`src/rtl/spq_pkg.sv`:
```
package spq_pkg;

  localparam int Depth  = 16;
  localparam int DataW  = 32;
  localparam int PrioW  = 16;
  localparam int CountW = $clog2(Depth + 1);

  typedef enum logic [1:0] {
    StInserted = 2'd0,
    StRemoved  = 2'd1,
    StEmpty    = 2'd2,
    StFull     = 2'd3
  } status_e;

  typedef enum logic {
    OpInsert = 1'b0,
    OpRemove = 1'b1
  } op_e;

  // Contents of one cell as seen by its neighbours
  typedef struct packed {
    logic             valid;
    logic             keep;   // valid and priority >= incoming priority
    logic [DataW-1:0] data;
    logic [PrioW-1:0] prio;
  } spq_cell_t;

  // Broadcast request to every cell
  typedef struct packed {
    logic             ins;
    logic             rem;
    logic [DataW-1:0] data;
    logic [PrioW-1:0] prio;
  } spq_cmd_t;

endpackage

```
`src/rtl/sorted_priority_queue_unit.sv`:
```
// A request is answered in the cycle after it is taken, done_o high for one cycle.
// Throughput: one request per cycle; every cell compares and shifts in the same cycle.
// busy is held low, so back-to-back requests are always taken.
// Reset (rst_ni low, asynchronous) empties the queue; stored words are not cleared.
// The receiver cannot stall: done_o marks each result for exactly one cycle.
module sorted_priority_queue_unit import spq_pkg::*; (
  input  logic              clk_i,
  input  logic              rst_ni,
  input  logic              start,
  output logic              busy,
  input  logic              operation_i,
  input  logic [DataW-1:0]  entry_data_i,
  input  logic [PrioW-1:0]  entry_priority_i,
  output logic              done_o,
  output logic [DataW-1:0]  result_data_o,
  output logic [1:0]        status_o,
  output logic [CountW-1:0] entry_count_o
);

  spq_cell_t        cell_st [Depth];
  spq_cmd_t         cmd;
  logic             accept, full, empty;
  logic [CountW-1:0] occupancy_q, occupancy_d;
  logic             done_q;
  logic [DataW-1:0] result_data_q, result_data_d;
  status_e          status_q, status_d;

  assign busy   = 1'b0;
  assign accept = start && !busy;
  assign full   = (occupancy_q == CountW'(Depth));
  assign empty  = (occupancy_q == '0);

  assign cmd.ins  = accept && (op_e'(operation_i) == OpInsert) && !full;
  assign cmd.rem  = accept && (op_e'(operation_i) == OpRemove) && !empty;
  assign cmd.data = entry_data_i;
  assign cmd.prio = entry_priority_i;

  for (genvar g = 0; g < Depth; g++) begin : g_cell
    spq_cell_t left_w, right_w;
    if (g == 0) begin : g_head
      assign left_w = '{valid: 1'b1, keep: 1'b1, data: '0, prio: '0};
    end else begin : g_mid
      assign left_w = cell_st[g-1];
    end
    if (g == Depth - 1) begin : g_tail
      assign right_w = '{valid: 1'b0, keep: 1'b0, data: '0, prio: '0};
    end else begin : g_body
      assign right_w = cell_st[g+1];
    end
    spq_cell u_cell (
      .clk_i   (clk_i),
      .rst_ni  (rst_ni),
      .cmd_i   (cmd),
      .left_i  (left_w),
      .right_i (right_w),
      .state_o (cell_st[g])
    );
  end

  always_comb begin
    occupancy_d   = occupancy_q;
    result_data_d = '0;
    status_d      = StInserted;
    if (op_e'(operation_i) == OpInsert) begin
      if (full) begin
        status_d = StFull;
      end else begin
        status_d    = StInserted;
        occupancy_d = occupancy_q + 1'b1;
      end
    end else begin
      if (empty) begin
        status_d = StEmpty;
      end else begin
        status_d      = StRemoved;
        result_data_d = cell_st[0].data;
        occupancy_d   = occupancy_q - 1'b1;
      end
    end
  end

  always_ff @(posedge clk_i or negedge rst_ni) begin
    if (!rst_ni) begin
      occupancy_q <= '0;
      done_q      <= 1'b0;
    end else begin
      done_q <= accept;
      if (accept) begin
        occupancy_q <= occupancy_d;
      end
    end
  end

  always_ff @(posedge clk_i) begin
    if (accept) begin
      result_data_q <= result_data_d;
      status_q      <= status_d;
    end
  end

  assign done_o        = done_q;
  assign result_data_o = result_data_q;
  assign status_o      = status_q;
  assign entry_count_o = occupancy_q;

  a_count_bound: assert property (@(posedge clk_i) disable iff (!rst_ni)
    occupancy_q <= CountW'(Depth))
    else $error("occupancy above depth");

  a_head_valid: assert property (@(posedge clk_i) disable iff (!rst_ni)
    empty == !cell_st[0].valid)
    else $error("head cell valid disagrees with occupancy");

  a_tail_valid: assert property (@(posedge clk_i) disable iff (!rst_ni)
    full == cell_st[Depth-1].valid)
    else $error("tail cell valid disagrees with occupancy");

  a_answer: assert property (@(posedge clk_i) disable iff (!rst_ni)
    accept |=> done_o)
    else $error("request not answered");

  a_empty_zero: assert property (@(posedge clk_i) disable iff (!rst_ni)
    done_o && (status_o == StEmpty || status_o == StFull) |-> result_data_o == '0)
    else $error("refused request carries data");

endmodule

```
`src/rtl/spq_cell.sv`:
```
module spq_cell import spq_pkg::*; (
  input  logic      clk_i,
  input  logic      rst_ni,
  input  spq_cmd_t  cmd_i,
  input  spq_cell_t left_i,
  input  spq_cell_t right_i,
  output spq_cell_t state_o
);

  logic             valid_q, valid_d;
  logic [DataW-1:0] data_q, data_d;
  logic [PrioW-1:0] prio_q, prio_d;
  logic             keep;

  assign keep = valid_q && (prio_q >= cmd_i.prio);

  always_comb begin
    valid_d = valid_q;
    data_d  = data_q;
    prio_d  = prio_q;
    if (cmd_i.ins && !keep) begin
      if (left_i.keep) begin
        // first cell behind every entry of equal or higher priority
        valid_d = 1'b1;
        data_d  = cmd_i.data;
        prio_d  = cmd_i.prio;
      end else begin
        valid_d = left_i.valid;
        data_d  = left_i.data;
        prio_d  = left_i.prio;
      end
    end else if (cmd_i.rem) begin
      valid_d = right_i.valid;
      data_d  = right_i.data;
      prio_d  = right_i.prio;
    end
  end

  always_ff @(posedge clk_i or negedge rst_ni) begin
    if (!rst_ni) begin
      valid_q <= 1'b0;
    end else begin
      valid_q <= valid_d;
    end
  end

  always_ff @(posedge clk_i) begin
    data_q <= data_d;
    prio_q <= prio_d;
  end

  assign state_o = '{valid: valid_q, keep: keep, data: data_q, prio: prio_q};

endmodule

```
`config.mk`:
```
export PLATFORM = sky130hd
export DESIGN_NAME = sorted_priority_queue_unit
export DESIGN_NICKNAME = d
export VERILOG_FILES = /design/src/rtl/spq_pkg.sv /design/src/rtl/sorted_priority_queue_unit.sv /design/src/rtl/spq_cell.sv
export SDC_FILE = /design/constraint.sdc
export NUM_CORES = 2
export LEC_CHECK = 0
export BUFFER_PORTS_ARGS = -buffer_cell sky130_fd_sc_hd__buf_2
export CORE_ASPECT_RATIO = 2
export CORE_MARGIN = 3
export CORE_UTILIZATION = 50
export DETAILED_ROUTE_END_ITERATION = 12
export GPL_TIMING_DRIVEN = 0
export PLACE_DENSITY = 0.73
export SYNTH_ARGS = -nofsm -noshare
export SYNTH_HDL_FRONTEND = slang
export SYNTH_SLANG_ARGS = --single-unit
```
`constraint.sdc`:
```
create_clock -name clk_i -period 6.3 [get_ports clk_i]
set_input_delay 0.315 -clock clk_i [delete_from_list [all_inputs] [get_ports clk_i]]
set_output_delay 0.315 -clock clk_i [all_outputs]
set_load 0.01 [all_outputs]
```
==> results by group <==
Run status
  – Status: finished with violations
  – Failing checks: capacitance limit, slew limit

Floorplan
  – Die area: around 110000 um2
  – Starting density of the core: 0.505
  – Number of I/O pins: slightly above 90
  – Core area: 105000 um2
  – Die W: 236 um
  – FP Rows: between 150 and 200
  – Die span in y: about 470 um

Setup path
  – Crit path DAT: about 6.0 ns
  – Critical path class: input port to flip-flop
  – Reg2Reg Depth: 6
  – CP endpoint kind: flip-flop
  – Reg2reg start: entry_count_o[1]$_DFFE_PN0P_
  – CP max FO: 33
  – RR Endpoint: g_cell[15].u_cell.prio_q[9]$_SDFFCE_PN0P_
  – Flop-to-flop setup slack: 1.61 ns
  – Crit path launch type: input port
  – CP Data Required Time: approximately 6.7 ns

Drt
  – Routed len/inst: 31.8 um
  – Number of iterations in the first detailed-routing pass: 7
  – Total Wirelength: roughly 200 mm
  – DRC viols: 0
  – Routed Antenna Nets: 0
  – DR vias: ~45000
  – Vias/cell: roughly 7.0
  – DRT iter0 DRCs: 5416

Timing
  – RSZ-0062 raised after global routing: no
  – Fin. max-slew vios: 10
  – Final period utilization: 0.883
  – Clk_skew: approximately 0.034 ns
  – Worst Tran Pin Value: ~1.5 ns
  – Slew Limit Headroom: -0.00383
  – F_max: 180 MHz
  – Final Hold Fails: 0
  – Final WS setup: roughly 0.74 ns
  – Final setup violating endpoints: 0
  – Fin crit period: 5.56 ns

CTS
  – Worst-case clock buffer depth: 3
  – Clk sinks: between 800 and 900
  – CTS buffer count: 76
  – Clock-pin slew on the worst setup and hold paths: ~0.07 ns
  – CTS H-tree lvls: 3
  – Post-CTS Setup Inserts: 0
  – Clk_lat worst skew: around 0.73 ns
  – TritonCTS clock tree: built
  – Root buffer cell: clkbuf_16

Placed design
  – Port bufs: slightly above 90
  – HPWL Detailed: roughly 160 mm
  – Placed Area: around 56000 um2
  – GPL Wtd Cong: between 0.9 and 1
  – Post-placement setup slack: about 0.18 ns

Yosys
  – Dominant synthesized flop cell: edfxtp_1
  – Largest cells by area after synthesis: edfxtp_1, mux2_2, ha_1
  – Simple-gate area share of the yosys netlist: 0.0694
  – Largest family of logic cells by synthesized area: compound AO/OA/AOI/OAI gates
  – Number of flops mapped to enable cells by yosys: 802
  – Post-synthesis compound-gate area fraction: 0.200
  – Mapped Area: between 50000 and 60000 um2
  – Synthesized-area fraction occupied by adder cells: 0.0614
  – Syn_area_per_cell: 11.1 um2
  – Multiplexer share of the synthesized area: 0.154
  – Asr flop ratio synth: 0.0267
  – Number of synthesized register bits: 824
  – Post-Syn Instances: about 4800
  – Xor and xnor fraction of the mapped netlist area: 0.000990
  – Post-synthesis cell type count: 74
  – Synth area leader: edfxtp_1
  – YS warnings: 0
  – Seq/Total Area, Yosys: 0.464
  – Syn_nets: 5109
  – Top cell type's share of synthesized area: 0.454

Min path
  – Hold Path Cell Cnt: 3
  – Hold Path Origin: entry_priority_i[14]
  – Hold Crit Class: input port to flip-flop
  – Hold path endpoint: g_cell[2].u_cell.prio_q[14]$_DFFE_PP_

Finish
  – Fin nets: about 5300
  – Layout area overhead: 9.71%
  – Final design utilization: 0.554
  – Share of layout cells above drive strength 1: 0.159
  – Fill cells: a little over 9000
  – Storage cell area: 24600 um2
  – Design area: 58200 um2
  – Multi-input gate area: between 20000 and 30000 um2

Global route
  – Pin count of the biggest net entering global routing: 40
  – Global-route wire length before repair: ~290 mm
  – GRT Total Usage: 0.358
  – Initial antenna violation count: 18
  – Vias in the first global route: 45400
  – Gr ovfl total: 0

Power and ir drop
  – VDD IR-drop max: 0.288 mV
  – Tot Pwr: 28000 uW
  – Static Leak: 0.0211 uW
  – Power Dens Cells: about 480 nW/um2

Run
  – Maxcap violations: 1
==> cell type report <==
| class | instances | area share |
|---|---|---|
| clock buffers | 96 | 0.0352 |
| diodes | 11 | 0.000473 |
| multi-input cells | 3339 | 0.444 |
| inverters | 130 | 0.00838 |
| repair buffers | 109 | 0.0137 |
| well taps | 1360 | 0.0292 |
| clock inverters | 43 | 0.00894 |
| flip-flops and latches | 824 | 0.423 |
| plain buffers | 504 | 0.0369 |
==> layer usage <==
metal	wire, um	vias to the layer above	global-route usage
met5	0	-	0
met2	100000	2847	0.616
met3	12900	1196	0.0497
met4	26300	0	0.366
met1	64800	21700	0.362
li1	-	19100	-
==> stage by stage <==
stage | std cells | setup TNS (ns) | hold slack, ns
floorplan | 4797 | 0 | 0.0194
global placement | 6248 | -495.20 | 0.471
detailed placement | 6265 | 0 | 0.474
CTS | 6405 | 0 | 0.0580
global route | 6407 | 0 | 0.0882
finish | 6416 | 0 | 0.0775
==> critical path, cell delays in order <==
cell and delay, ns:
buf_2 0.16, clkbuf_1 0.79, inv_1 0.89, ha_1 0.59
nand2_1 0.08, a2bb2oi_1 0.85, nand4_1 0.23, a21oi_1 0.67
clkbuf_1 0.48, nand2b_2 0.55, buf_12 0.28
==> cell usage in the layout, fill, tap and decap left out, types with 9 or more instances in the layout <==
cell,instances
mux2i_1,281
mux2_1,42
a221oi_1,186
diode_2,11
clkbuf_16,77
or3_1,9
o21ai_0,258
nor3_1,12
o22ai_1,80
clkinv_1,16
bufinv_16,9
a221o_1,144
inv_1,127
a2bb2oi_1,9
buf_2,190
buf_6,12
mux2_4,48
edfxtp_1,802
mux2_2,370
o21a_1,18
clkbuf_1,378
and2_1,39
a21oi_1,352
a31oi_1,59
a21o_1,13
nand2_1,530
buf_1,16
o2bb2ai_1,251
nand3_1,13
nand4_1,86
dfrtp_1,22
ha_1,259
buf_12,16
nor2_1,86
buf_4,12
o211ai_1,53
nand2b_1,19
clkinv_2,9
==> how the worst max path moves through the flow <==
stage,endpoint,from,depth (start not counted),slack (ns)
after detailed placement,g_cell[14].u_cell.data_q[11]$_DFFE_PP_,entry_priority_i[15],12,0.18
after global routing,g_cell[8].u_cell.data_q[7]$_DFFE_PP_,entry_priority_i[9],13,0.63
final,g_cell[11].u_cell.data_q[9]$_DFFE_PP_,entry_priority_i[15],11,0.74
after global placement,g_cell[12].u_cell.valid_q$_DFFE_PN0P_,entry_priority_i[1],11,-2.99
after floorplan,g_cell[12].u_cell.valid_q$_DFFE_PN0P_,entry_priority_i[1],10,0.006
after CTS,g_cell[8].u_cell.data_q[7]$_DFFE_PP_,entry_priority_i[15],13,0.97
==> cells by family (layout without fill, tap and decap cells) <==
family	Yosys count	in the layout
AOI/OAI and AO/OA	1495	1495
xor gates and xnor gates	6	6
adders and majority gates	260	260
buffers and inverters	634	882
DFF	824	824
muxes	741	741
other	1	12
and+or+nand+nor	836	836
==> report_power, final <==
part,switching (uW),internal [uW]
combinational,7080,5100
sequential,1840,8930
clock,2350,2710
==> synth_stat cells (all sizes together), types with 4 or more instances <==
library cell	instances
a2111o	4
a2111oi	15
a211oi	6
a21o	13
a21oi	352
a221o	144
a221oi	186
a2bb2oi	9
a311oi	5
a31oi	59
and2	39
and4	8
buf	138
clkbuf	366
dfrtp	22
edfxtp	802
ha	259
inv	127
mux2	460
mux2i	281
nand2	536
nand2b	26
nand3	15
nand4	86
nor2	86
nor2b	4
nor3	12
o211ai	53
o21a	18
o21ai	260
o221a	4
o221ai	5
o22ai	80
o2bb2ai	251
or2	4
or3	10
or4	5
xnor2	5
==> what timing repair did <==
action,CTS,global route
hold endpoints to repair,22,0
hold buffers,1,0
resized for setup,0,0
==> registers in the layout, indices dropped and copies added, names as in the netlist <==
register	count
g_cell.u_cell.data_q	512
entry_count_o	5
g_cell.u_cell.valid_q	16
result_data_o	32
status_o	2
g_cell.u_cell.prio_q	256
done_o	1
Power figures use the tool's default switching activity.
